--- src/rtl/cgp_pkg.sv ---
// ----------------------------------------------------------------------------
// cgp_pkg
// shared types, register indexes and the cordic arctangent table
// ----------------------------------------------------------------------------
package cgp_pkg;

  localparam int unsigned PIX_W      = 12;
  localparam int unsigned CFG_IDX_W  = 3;
  localparam int unsigned CFG_DATA_W = 24;
  localparam int unsigned CW         = 34;  // cordic x/y datapath width
  localparam int unsigned ZW         = 32;  // turn accumulator width
  localparam int unsigned CORDIC_N   = 32;

  // configuration register indexes
  localparam logic [CFG_IDX_W-1:0] REG_CENTER_X    = 3'd0;
  localparam logic [CFG_IDX_W-1:0] REG_CENTER_Y    = 3'd1;
  localparam logic [CFG_IDX_W-1:0] REG_START_ANGLE = 3'd2;
  localparam logic [CFG_IDX_W-1:0] REG_SWEEP_ANGLE = 3'd3;
  localparam logic [CFG_IDX_W-1:0] REG_START_COLOR = 3'd4;
  localparam logic [CFG_IDX_W-1:0] REG_END_COLOR   = 3'd5;

  typedef struct packed {
    logic [PIX_W-1:0] pixel_x;
    logic [PIX_W-1:0] pixel_y;
  } pix_in_t;

  typedef struct packed {
    logic [7:0] red;
    logic [7:0] green;
    logic [7:0] blue;
    logic [7:0] weight;
  } pix_out_t;

  typedef struct packed {
    logic signed [CW-1:0] x;
    logic signed [CW-1:0] y;
    logic [ZW-1:0]        z;
    logic                 zero;   // vector of length zero, angle forced to 0
  } cordic_t;

  // arctangent of 2^-i in units of 2^-32 turn
  function automatic logic [ZW-1:0] atan_turn(input int unsigned i);
    logic [ZW-1:0] r;
    unique case (i)
      0:  r = 32'h20000000;  1:  r = 32'h12E4051E;  2:  r = 32'h09FB385B;
      3:  r = 32'h051111D4;  4:  r = 32'h028B0D43;  5:  r = 32'h0145D7E1;
      6:  r = 32'h00A2F61E;  7:  r = 32'h00517C55;  8:  r = 32'h0028BE53;
      9:  r = 32'h00145F2F;  10: r = 32'h000A2F98;  11: r = 32'h000517CC;
      12: r = 32'h00028BE6;  13: r = 32'h000145F3;  14: r = 32'h0000A2FA;
      15: r = 32'h0000517D;  16: r = 32'h000028BE;  17: r = 32'h0000145F;
      18: r = 32'h00000A30;  19: r = 32'h00000518;  20: r = 32'h0000028C;
      21: r = 32'h00000146;  22: r = 32'h000000A3;  23: r = 32'h00000051;
      24: r = 32'h00000029;  25: r = 32'h00000014;  26: r = 32'h0000000A;
      27: r = 32'h00000005;  28: r = 32'h00000003;  29: r = 32'h00000001;
      30: r = 32'h00000001;
      default: r = 32'h00000000;
    endcase
    return r;
  endfunction

endpackage

--- src/rtl/cgp_phase.sv ---
// ----------------------------------------------------------------------------
// cgp_phase
// angle rounding, phase against the arc, and divider operand setup
// ----------------------------------------------------------------------------
module cgp_phase import cgp_pkg::*; #(
  parameter int unsigned ANGLE_BITS = 16,
  localparam int unsigned NW = ANGLE_BITS + 10,
  localparam int unsigned DW = ANGLE_BITS + 2
) (
  input  logic              clk_i,
  input  logic              rst_ni,
  input  logic              en_i,
  input  logic              valid_i,
  input  cordic_t           vec_i,
  input  logic [15:0]       start_angle_i,
  input  logic signed [17:0] sweep_i,
  output logic              valid_o,
  output logic [NW-1:0]     n_o,
  output logic [DW-1:0]     d_o,
  output logic [7:0]        q_o,
  output logic              byp_o
);

  localparam int unsigned A  = ANGLE_BITS;
  localparam int unsigned MW = (A + 1 > 18) ? A + 1 : 18;
  localparam logic [ZW-1:0] RND    = ZW'(1) << (31 - A);
  localparam logic [MW-1:0] TURN_M = MW'(1) << A;
  localparam logic [A:0]    TURN   = (A + 1)'(1) << A;

  logic [ZW-1:0] zr;
  logic [A-1:0]  ang, st, diff, phase_d, phase_q;
  logic [17:0]   smag;
  logic [MW-1:0] magw;
  logic [A:0]    mag_d, mag_q;
  logic          v1_q;

  logic [A:0]    ph1, ds, ed, de;
  logic [NW-1:0] pn;
  logic [NW-1:0] n_d;
  logic [DW-1:0] d_d;
  logic [7:0]    q_d;
  logic          byp_d;

  // stage 1: rounded angle, phase, saturated sweep magnitude
  always_comb begin
    zr      = vec_i.z + RND;
    ang     = vec_i.zero ? '0 : zr[ZW-1 -: A];
    st      = A'(start_angle_i);
    diff    = ang - st;
    phase_d = sweep_i[17] ? A'('0 - diff) : diff;
    smag    = sweep_i[17] ? 18'(-sweep_i) : 18'(sweep_i);
    magw    = MW'(smag);
    mag_d   = (magw > TURN_M) ? TURN : magw[A:0];
  end

  // stage 2: a zero sweep gives 0, inside the arc goes to the divider, outside snaps to an end
  always_comb begin
    ph1   = {1'b0, phase_q};
    pn    = NW'(phase_q);
    n_d   = '0;
    d_d   = '0;
    q_d   = '0;
    byp_d = 1'b1;
    ds    = (ph1 < TURN - ph1) ? ph1 : TURN - ph1;
    ed    = ph1 - mag_q;
    de    = (ed < TURN - ed) ? ed : TURN - ed;
    priority if (mag_q == '0) begin
      q_d = 8'd0;
    end else if (ph1 <= mag_q) begin
      // round(phase*255/mag) = (510*phase + mag) / (2*mag)
      n_d   = (pn << 9) - (pn << 1) + NW'(mag_q);
      d_d   = {mag_q, 1'b0};
      byp_d = 1'b0;
    end else begin
      q_d = (ds <= de) ? 8'd0 : 8'd255;
    end
  end

  always_ff @(posedge clk_i or negedge rst_ni) begin
    if (!rst_ni) begin
      v1_q    <= 1'b0;
      valid_o <= 1'b0;
    end else if (en_i) begin
      v1_q    <= valid_i;
      valid_o <= v1_q;
    end
  end

  always_ff @(posedge clk_i) begin
    if (en_i) begin
      phase_q <= phase_d;
      mag_q   <= mag_d;
      n_o     <= n_d;
      d_o     <= d_d;
      q_o     <= q_d;
      byp_o   <= byp_d;
    end
  end

endmodule

--- config.mk ---
export PLATFORM = sky130hd
export DESIGN_NAME = cgp_phase
export DESIGN_NICKNAME = d
export VERILOG_FILES = /design/src/rtl/cgp_pkg.sv /design/src/rtl/cgp_phase.sv
export SDC_FILE = /design/constraint.sdc
export NUM_CORES = 1
export LEC_CHECK = 0
export BUFFER_PORTS_ARGS = -buffer_cell sky130_fd_sc_hd__buf_4
export CORE_UTILIZATION = 45
export CTS_CLUSTER_SIZE = 10
export DETAILED_ROUTE_END_ITERATION = 16
export PLACE_DENSITY = 0.68
export SETUP_SLACK_MARGIN = 0.02
export SYNTH_ARGS = -nofsm -noshare
export SYNTH_HDL_FRONTEND = slang
export SYNTH_SLANG_ARGS = --single-unit
--- constraint.sdc ---
create_clock -name clk_i -period 17.28 [get_ports clk_i]
set_input_delay 0.864 -clock clk_i [delete_from_list [all_inputs] [get_ports clk_i]]
set_output_delay 0.864 -clock clk_i [all_outputs]
set_load 0.1 [all_outputs]
# [After elaboration in Yosys (flattened, before gate mapping)]
# Cells that the tools add are included.
[totals] inputBits=139 rom_bits=0 wordCells=34 out_inout_bits=54 memories=0 ram_bits=0 latch_bits=0 register_bits=88
[op_classes] shifts=0 n_eq_ne=0 mux=7 addsub=9 n_lt_le_gt_ge=5 div=0 n_reduce_logical=3 bitwise=1 n_mul=0
[op_table] operator="$mux 17" count=2
[op_table] operator="$add 32x16->32 const B" count=1
[op_table] operator="$mux 16" count=2
[op_table] operator="$add 26x17->26" count=1
[op_table] operator="$sub 25x17->26" count=1
[op_table] operator="$gt 18x17->1 const B" count=1
[op_table] operator="$mux 18" count=1
[op_table] operator="$neg 18->18" count=1
[op_table] operator="$le 16x17->1" count=1
[op_table] operator="$le 17x17->1" count=1
[op_table] operator="$logic_not 17->1" count=1
[op_table] operator="$lt 16x17->1" count=1
[op_table] operator="$lt 17x17->1" count=1
[op_table] operator="$sub 16x17->17" count=1
[op_table] operator="$sub 17x16->17 const A" count=1
[op_table] operator="$sub 17x17->17 const A" count=1
[op_table] operator="$sub 1x16->16 const A" count=1
[op_table] operator="$sub 16x16->16" count=1
[op_table] operator="$mux 8" count=1
[op_table] operator="$reduce_or 2->1" count=2
[op_table] operator="$mux 1" count=1
[op_table] operator="$not 1->1" count=1

# [Longest topological paths before layout]
# Gate-level depths: netlist of the first run.
[logic_depth] ltp_word=6 depth_mapped=31 mapped_depth_nobuf=31

# [Worst setup path after synthesis of the first run]
# OpenSTA, ideal clock, no wires.
[synth_path] path_type="register to register" startpoint="reg phase_q[7]" endpoint="reg q_o[6], data pin" n_path_buf=0 stages_incl_launch_ff=28 t_arrival_ps=5905 setup_slack_ps=11120 required_ps=17025 setup_ps=255 synth_period_minus_slack_ps=6160 cell_sequence="edfxtp_1 -> ha_1 -> a211o_1 -> or3_1 -> or3_1 -> a311oi_1 -> nor2_1 -> or3_1 -> nor2_1 -> nand2_1 -> ha_1 -> xnor3_1 -> a211oi_1 -> o211ai_2 -> nand3_4 -> nor2_8 -> mux2i_1 -> ha_1 -> nor2b_1 -> o21a_1 -> o21a_1 -> o21a_1 -> o21a_1 -> o21a_1 -> o21a_1 -> o21ai_0 -> nand4_1 -> and3_1"
[synth_between] elab_chain_cells=6 word_cells_on_any_way=11 cone_classes="3 x add/sub; 4 x order compare; 3 x mux; 1 x reduce/logical"
[synth_lines] element="start: declaration" line="cgp_phase.sv:31" rtl="logic [A-1:0] ang, st, diff, phase_d, phase_q;"
[synth_lines] element="start signal: assignment" line="cgp_phase.sv:91" rtl="phase_q <= phase_d;"
[synth_lines] element="$sub 16x17->17" line="cgp_phase.sv:65" rtl="ed = ph1 - mag_q;"
[synth_lines] element="$sub 17x17->17" line="cgp_phase.sv:66" rtl="de = (ed < TURN - ed) ? ed : TURN - ed;"
[synth_lines] element="$lt 17x17->1" line="cgp_phase.sv:66"
[synth_lines] element="$mux 17" line="cgp_phase.sv:66"
[synth_lines] element="$le 17x17->1" line="cgp_phase.sv:75" rtl="q_d = (ds <= de) ? 8'd0 : 8'd255;"
[synth_lines] element="$mux 8" line="cgp_phase.sv:75"
[synth_lines] element="end signal: assignment" line="cgp_phase.sv:95" rtl="q_o <= q_d;"
[synth_lines] element="end: declaration" line="cgp_phase.sv:20" rtl="output logic [7:0] q_o,"
# Several ways; a longest one is shown, not always the timed one.
# A chain may end at the register's enable or synchronous reset.

# [Worst setup path in the final report of the first run]
[layout_path] startpoint="reg mag_q[0]" endpoint="reg q_o[6], data pin"
[layout_between] elab_chain_cells=6 word_cells_on_any_way=9 cone_classes="2 x add/sub; 3 x order compare; 2 x mux; 2 x reduce/logical"
[layout_lines] element="start: declaration" line="cgp_phase.sv:34" rtl="logic [A:0] mag_d, mag_q;"
[layout_lines] element="start signal: assignment" line="cgp_phase.sv:92" rtl="mag_q <= mag_d;"
[layout_lines] element="$sub 16x17->17" line="cgp_phase.sv:65"
[layout_lines] element="$sub 17x17->17" line="cgp_phase.sv:66"
[layout_lines] element="$lt 17x17->1" line="cgp_phase.sv:66"
[layout_lines] element="$mux 17" line="cgp_phase.sv:66"
[layout_lines] element="$le 17x17->1" line="cgp_phase.sv:75"
[layout_lines] element="$mux 8" line="cgp_phase.sv:75"
# Several ways; a longest one is shown, not always the timed one.

==> results.sh, run 1 <==
export IMPL_dr_total_vias=7195
export IMPL_cts_sinks=79
export IMPL_finClkSkew_ns=0.0118
export IMPL_ir_drop_mv=0.104
export IMPL_critPathLaunchType="flip-flop"
export IMPL_cts_root_buf="clkbuf_16"
export IMPL_syn_to_final_growth_pct=15.2
export IMPL_async_flop_share_pct=2.53
export IMPL_cp_required_ns=17.39
export IMPL_synth_cell_type_count=76
export IMPL_viasPerCell=5.46
export IMPL_layout_drive_gt1_share_pct=13.4
export IMPL_setup_viol=0
export IMPL_p_total_w=0.00153
export IMPL_cp_arrival_ns=7.10
export IMPL_cts_hold_buffers=0
export IMPL_die_h_um=140
export IMPL_avgSynthCellArea_sq_um=8.62
export IMPL_grt_pass1_wl_um=32500
export IMPL_endpoint_kind="flip-flop"
export IMPL_drcViolationCount=0
export IMPL_maxSlewViolCount=0
export IMPL_postLayoutCellArea_sq_um=9810
export IMPL_path_class="reg2reg"
export IMPL_ant_nets=0
export IMPL_overflow=0
export IMPL_yosys_top_cells_area="edfxtp_1 (27%), ha_1 (15%), xnor2_1 (6.0%)"
export IMPL_synth_seq_cells=79
export IMPL_fin_crit_ns=6.99
export IMPL_synth_warnings=0
export IMPL_gp_congestion=0.941
export IMPL_wl_per_cell_um=15.0
export IMPL_num_antenna_cells=0
export IMPL_synth_top_area_share_pct=27.1
export IMPL_fmax_mhz=143
export IMPL_io_pins=193
export IMPL_nets=1338
export IMPL_fin_tns_setup_ns=0
export IMPL_cts_buffers_inserted=9
export IMPL_synth_edf_count=77
export IMPL_rows=49
export IMPL_clkLatencyLatePin_ns=0.36
export IMPL_outcome="complete, no violations"
export IMPL_clockBufferDepth=2
export IMPL_hpwlAfterDp_um=16200
export IMPL_cp_slowest_cell="edfxtp_1"
export IMPL_leakagePower_nw=4.37
export IMPL_dp_cells=1302
export IMPL_grt_usage_pct=20.9
export IMPL_postCtsSetupBuffers=0
export IMPL_stdcell_count=1318
export IMPL_hp_class="in2async"
export IMPL_p_per_area_nw_per_um2=156
export IMPL_cts_tree="done"
export IMPL_drv_cap=0
export IMPL_synth_area_sq_um=8520
export IMPL_tightestPinTransition_ns=0.758
export IMPL_finalHoldViolCount=0
export IMPL_slowest_delay_ns=0.49
export IMPL_fp_dieArea_sq_um=19500
export IMPL_r2r_slack_ns=10.29
export IMPL_grt_pass1_vias=6642
export IMPL_post_route_period_util_pct=40.4
export IMPL_portBuffers=108
export IMPL_seq_area_frac_synth_pct=27.7
export IMPL_relSlewSlack_pct=49.1
export IMPL_place_ws_ns=10.39
export IMPL_place_area_sq_um=9500
export IMPL_synth_main_ff_cell="edfxtp_1"
export IMPL_start_util_pct=46.6
export IMPL_yosys_area_top_type="edfxtp_1"
export IMPL_htree_levels=3
export IMPL_crit_path_frequent_cell="o21a_1"
export IMPL_die_w_um=140
export IMPL_grt_max_degree=61
export IMPL_rsz0062_at_grt="no"
export IMPL_drt_iter0_drc=412
export IMPL_ys_top_cells_by_count="nor2_1 (107), ha_1 (104), inv_1 (103)"
export IMPL_synth_most_common_cell="nor2_1"
export IMPL_cp_max_fo=7
export IMPL_clk_pin_slew_ns=0.07
export IMPL_coreArea_sq_um=18300
export IMPL_worst_slack_ns=10.29
export IMPL_antenna_found_initial=0
export IMPL_ctsResizeCount=0
export IMPL_dr_pass1_iters=5
export IMPL_synthCells=988
export IMPL_drt_wl_total_um=19800
==> cell usage in the layout (no fill, tap or decap), drive strengths merged, types with 18 or more instances in the layout <==
| cell type | instances |
|---|---|
| xnor2 | 58 |
| nor2 | 108 |
| nor3 | 22 |
| xor2 | 39 |
| ha | 104 |
| o21ai | 57 |
| edfxtp | 77 |
| buf | 111 |
| a21oi | 44 |
| a21o | 19 |
| inv | 104 |
| nand3 | 19 |
| or3 | 18 |
| nand2 | 69 |
==> worst max-delay path, delay by kind of cell (launching register included) <==
kind / cells / cell delay, ns
simple gates: 12 / 2.00
mux: 1 / 0.14
xor+xnor: 2 / 0.80
fa+ha+maj: 4 / 1.42
flops: 1 / 0.49
compound gates: 11 / 1.87
==> metrics by stage <==
stage	util (%)	hold WS (ns)
after floorplan	-	0.475
after global placement	52.0	0.483
after detailed placement	52.0	0.511
after CTS	53.7	0.268
after global routing	53.7	0.267
final	53.7	0.278
==> where the power goes <==
group          switching, W  internal (W)  total, W
combinational      0.000662      0.000361   0.00102
sequential        0.0000326      0.000275  0.000307
clock             0.0000809      0.000116  0.000197
==> area by class of cell <==
cell class	instances	area [sq um]
multi-input combinational	779	5630
inverter	104	390
timing repair buffer	111	833
clock inverter	6	68.8
clock buffer	10	239
tap	229	287
fill	1747	8460
sequential	79	2360
==> cells by family (layout without fill, tap and decap cells) <==
kind of cell | after synthesis | count (layout) | synth area share, %
buf+inv | 131 | 231 | 6.23
compound gates | 217 | 217 | 16.6
simple gates | 334 | 334 | 19.7
other cells | 1 | 2 | 0.0440
flops | 79 | 79 | 27.7
mux | 13 | 13 | 1.57
fa+ha+maj | 115 | 115 | 17.9
xor+xnor | 98 | 98 | 10.2
==> routing by layer <==
metal	up-vias	global-route usage, %	share of wire [%]
met5	-	0	0
met4	0	5.55	1.4
li1	3694	-	-
met1	3314	27.3	46
met2	167	35.8	48
met3	20	3.48	4.3
==> state kept, by name, indices dropped and copies added (netlist names) <==
register	count
n_o	26
mag_q	17
d_o	16
phase_q	16
byp_o	1
q_o	1
v1_q	1
valid_o	1
==> final timing paths <==
kind / cells after the start / to / start
max: 30 / q_o[6]$_SDFFCE_PP0P_ / mag_q[0]$_SDFFCE_PN0P_
min: 1 / v1_q$_DFFE_PN0P_ / rst_ni
max reg2reg: 30 / q_o[6]$_SDFFCE_PP0P_ / mag_q[0]$_SDFFCE_PN0P_
min reg2reg: 1 / valid_o$_DFFE_PN0P_ / v1_q$_DFFE_PN0P_
max in group asynchronous: 1 / valid_o$_DFFE_PN0P_ / rst_ni
min in group clk_i: 1 / valid_o$_DFFE_PN0P_ / v1_q$_DFFE_PN0P_
(Power assumes the default switching activity.)
==> run 2: changes to the inputs <==
- ABC_AREA: not set -> 1
- PLACE_DENSITY: 0.68 -> 0.7
- clock period: 17.28 -> 5.85 ns (I/O delays scaled with it)
==> run 2 against run 1 <==
Compared with the run above: clock power increased to 2.9 times the previous value; sequential share of layout area is 2.4 points lower; first-iteration DRC count up 32%; register-to-register slack lost 9.8 ns; cell count rose by 34%; combinational power rose to 3.0 times the previous value; synthesized cell count increased by 40%; clock skew up 0.0027 ns; utilization is 0.41 points lower; largest cell class unchanged; largest power group unchanged; highest routed layer unchanged.
==> results.sh, run 2 <==
export IMPL_final_util_pct=53.3
export IMPL_seq_area_frac_synth_pct=24.9
export IMPL_setup_viol=0
export IMPL_maxSlewViolCount=0
export IMPL_cp_required_ns=5.94
export IMPL_synth_warnings=0
export IMPL_fmax_mhz=186
export IMPL_dr_pass1_iters=5
export IMPL_ctsResizeCount=0
export IMPL_ant_nets=0
export IMPL_yosys_area_top_type="edfxtp_1"
export IMPL_clk_pin_slew_ns=0.06
export IMPL_hpwlAfterDp_um=19400
export IMPL_synth_area_sq_um=9490
export IMPL_endpoint_kind="flip-flop"
export IMPL_synth_cell_type_count=48
export IMPL_synth_top_area_share_pct=24.4
export IMPL_cp_max_fo=10
export IMPL_tightestPinTransition_ns=0.969
export IMPL_gp_congestion=0.913
export IMPL_cts_sinks=79
export IMPL_hold_end="v1_q$_DFFE_PN0P_"
export IMPL_critPathLaunchType="flip-flop"
export IMPL_final_cell_mix="nand2_1 (332), inv_1 (264), nor2_1 (122)"
export IMPL_path_buf_inv=4
export IMPL_grt_pass1_vias=8273
export IMPL_cp_arrival_ns=5.48
export IMPL_drcViolationCount=0
export IMPL_synth_most_common_cell="nand2_1"
export IMPL_coreArea_sq_um=20400
export IMPL_grt_usage_pct=22.1
export IMPL_viasPerCell=5.08
export IMPL_regMostFlops="n_o"
export IMPL_fp_dieArea_sq_um=21700
export IMPL_rows=52
export IMPL_ys_top_cells_by_count="nand2_1 (332), inv_1 (264), nor2_1 (122)"
export IMPL_relSlewSlack_pct=35.4
export IMPL_overflow=0
export IMPL_synthCells=1384
export IMPL_finClkSkew_ns=0.0145
export IMPL_post_route_period_util_pct=92.1
export IMPL_leakagePower_nw=5.69
export IMPL_r2r_end="q_o[6]$_SDFFCE_PP0P_"
export IMPL_clockBufferDepth=2
export IMPL_final_common_cell="nand2_1"
export IMPL_worst_r2r_cell_count=30
export IMPL_drv_cap=0
export IMPL_synth_main_ff_cell="edfxtp_1"
export IMPL_yosys_top_cells_area="edfxtp_1 (24%), ha_1 (14%), nand2_1 (13%)"
export IMPL_cts_root_buf="clkbuf_16"
export IMPL_synth_edf_count=77
export IMPL_p_per_area_nw_per_um2=412
export IMPL_antenna_found_initial=0
export IMPL_start_util_pct=46.5
export IMPL_syn_to_final_growth_pct=14.7
export IMPL_ir_drop_mv=0.390
export IMPL_rsz0062_at_grt="no"
export IMPL_hp_class="in2reg"
export IMPL_num_antenna_cells=0
export IMPL_slowest_delay_ns=0.48
export IMPL_largest_reg_flops=26
export IMPL_avgSynthCellArea_sq_um=6.86
export IMPL_dr_total_vias=8966
export IMPL_portBuffers=108
export IMPL_die_h_um=147
export IMPL_grt_max_degree=82
export IMPL_rr_startpoint="mag_q[0]$_SDFFCE_PN0P_"
export IMPL_outcome="complete, no violations"
export IMPL_wl_per_cell_um=13.5
export IMPL_fin_tns_setup_ns=0
export IMPL_r2r_slack_ns=0.46
export IMPL_worstHoldPathCells=3
export IMPL_async_flop_share_pct=2.53
export IMPL_layout_drive_gt1_share_pct=12.2
export IMPL_largest_registers="n_o: 26 flops, mag_q: 17 flops"
export IMPL_die_w_um=147
export IMPL_cp_slowest_cell="edfxtp_1"
export IMPL_drt_wl_total_um=23800
export IMPL_crit_path_frequent_cell="nand2_1"
export IMPL_htree_levels=3
export IMPL_path_class="reg2reg"
export IMPL_fin_crit_ns=5.39
export IMPL_drt_iter0_drc=543
export IMPL_clkLatencyLatePin_ns=0.34
export IMPL_cts_tree="done"
export IMPL_nets=1746
export IMPL_hp_start="valid_i"
export IMPL_io_pins=193
export IMPL_timing_critical_path_max_delay_family="simple AND/OR/NAND/NOR gates"
export IMPL_grt_pass1_wl_um=38700
export IMPL_synth_seq_cells=79
export IMPL_finalHoldViolCount=0
export IMPL_cts_buffers_inserted=9
-- run 2: cell count changes after synthesis, moves of 15 or more --
cell / previous run / this run
nand2_1: 69 / 332
inv_1: 103 / 264
nand3_1: 18 / 69
a21oi_1: 44 / 92
xnor2_1: 58 / 17
nand4_1: 13 / 34
a21o_1: 19 / 2
or3_1: 18 / 1
nor2b_1: 16 / 0
nand2b_1: 15 / 0
nor2_1: 107 / 122
-- run 2: final cells by class --
class	count	area, sq um
Fill cell	2033	9540
Timing Repair Buffer	119	896
Tap cell	270	338
Clock inverter	6	70.1
Clock buffer	10	229
Multi-Input combinational cell	1014	5980
Sequential cell	79	2360
Inverter	268	1010
-- run 2: cells by family after synthesis --
logic type	synth area share (%)
simple gates	29.6
buf+inv	12.2
compound gates	11.8
fa+ha+maj	16.2
flops	24.9
xor+xnor	5.35
other cells	0.0395
-- run 2: worst max-delay path by stage --
stage                      startpoint              endpoint  slack [ns]  cells after the start
2_1_floorplan    phase_q[0]$_DFFE_PP_  q_o[6]$_SDFFCE_PP0P_        1.31                     34
3_3_place_gp   mag_q[0]$_SDFFCE_PN0P_  q_o[6]$_SDFFCE_PP0P_        0.56                     32
3_5_place_dp   mag_q[0]$_SDFFCE_PN0P_  q_o[6]$_SDFFCE_PP0P_        0.49                     30
4_1_cts        mag_q[0]$_SDFFCE_PN0P_  q_o[6]$_SDFFCE_PP0P_        0.47                     30
5_1_grt        mag_q[0]$_SDFFCE_PN0P_  q_o[6]$_SDFFCE_PP0P_        0.05                     32
6_report       mag_q[0]$_SDFFCE_PN0P_  q_o[6]$_SDFFCE_PP0P_        0.46                     30
-- run 2: routing by layer --
layer / vias to the layer above / routed length [um] / global-route usage (%)
met5: - / 0 / 0
met2: 223 / 11400 / 38.6
li1: 4700 / - / -
met1: 4004 / 10800 / 28.4
met3: 39 / 971 / 1.74
met4: 0 / 614 / 8.14
-- run 2: repair_timing --
| item | 4_1_cts | 5_1_grt |
|---|---|---|
| hold endpoints to repair | 2 | 0 |
| buffers inserted | 0 | 3 |
| hold buffers | 1 | 0 |
| endpoints found under the setup margin | 0 | 1 |
-- run 2: worst register-to-register path: cells and delay by family, from the launching register on --
kind,cells,cell delay [ns]
AND/OR/NAND/NOR,16,2.09
flip-flops,1,0.48
adder cells (fa/ha/maj),4,1.33
AO/OA/AOI/OAI,6,0.98
buffers and inverters,4,0.29
-- run 2: power breakdown --
part	leakage, nW	switching [W]	internal [W]
registers	0.785	0.0000891	0.000803
clock network	0.141	0.000229	0.000333
logic	4.77	0.00212	0.000908
-- run 2: per-stage QoR --
stage               cell area [sq um]  setup WS, ns  hold WS (ns)  power (W)  std cells
floorplan                        9500          1.31      -0.00309    0.00323       1385
global placement                10500         0.556        0.0757    0.00383       1745
detailed placement              10500         0.486        0.0768    0.00388       1745
CTS                             10900         0.466         0.157    0.00447       1762
global route                    10900        0.0485         0.172    0.00485       1766
finish                          10900         0.462         0.163    0.00449       1766
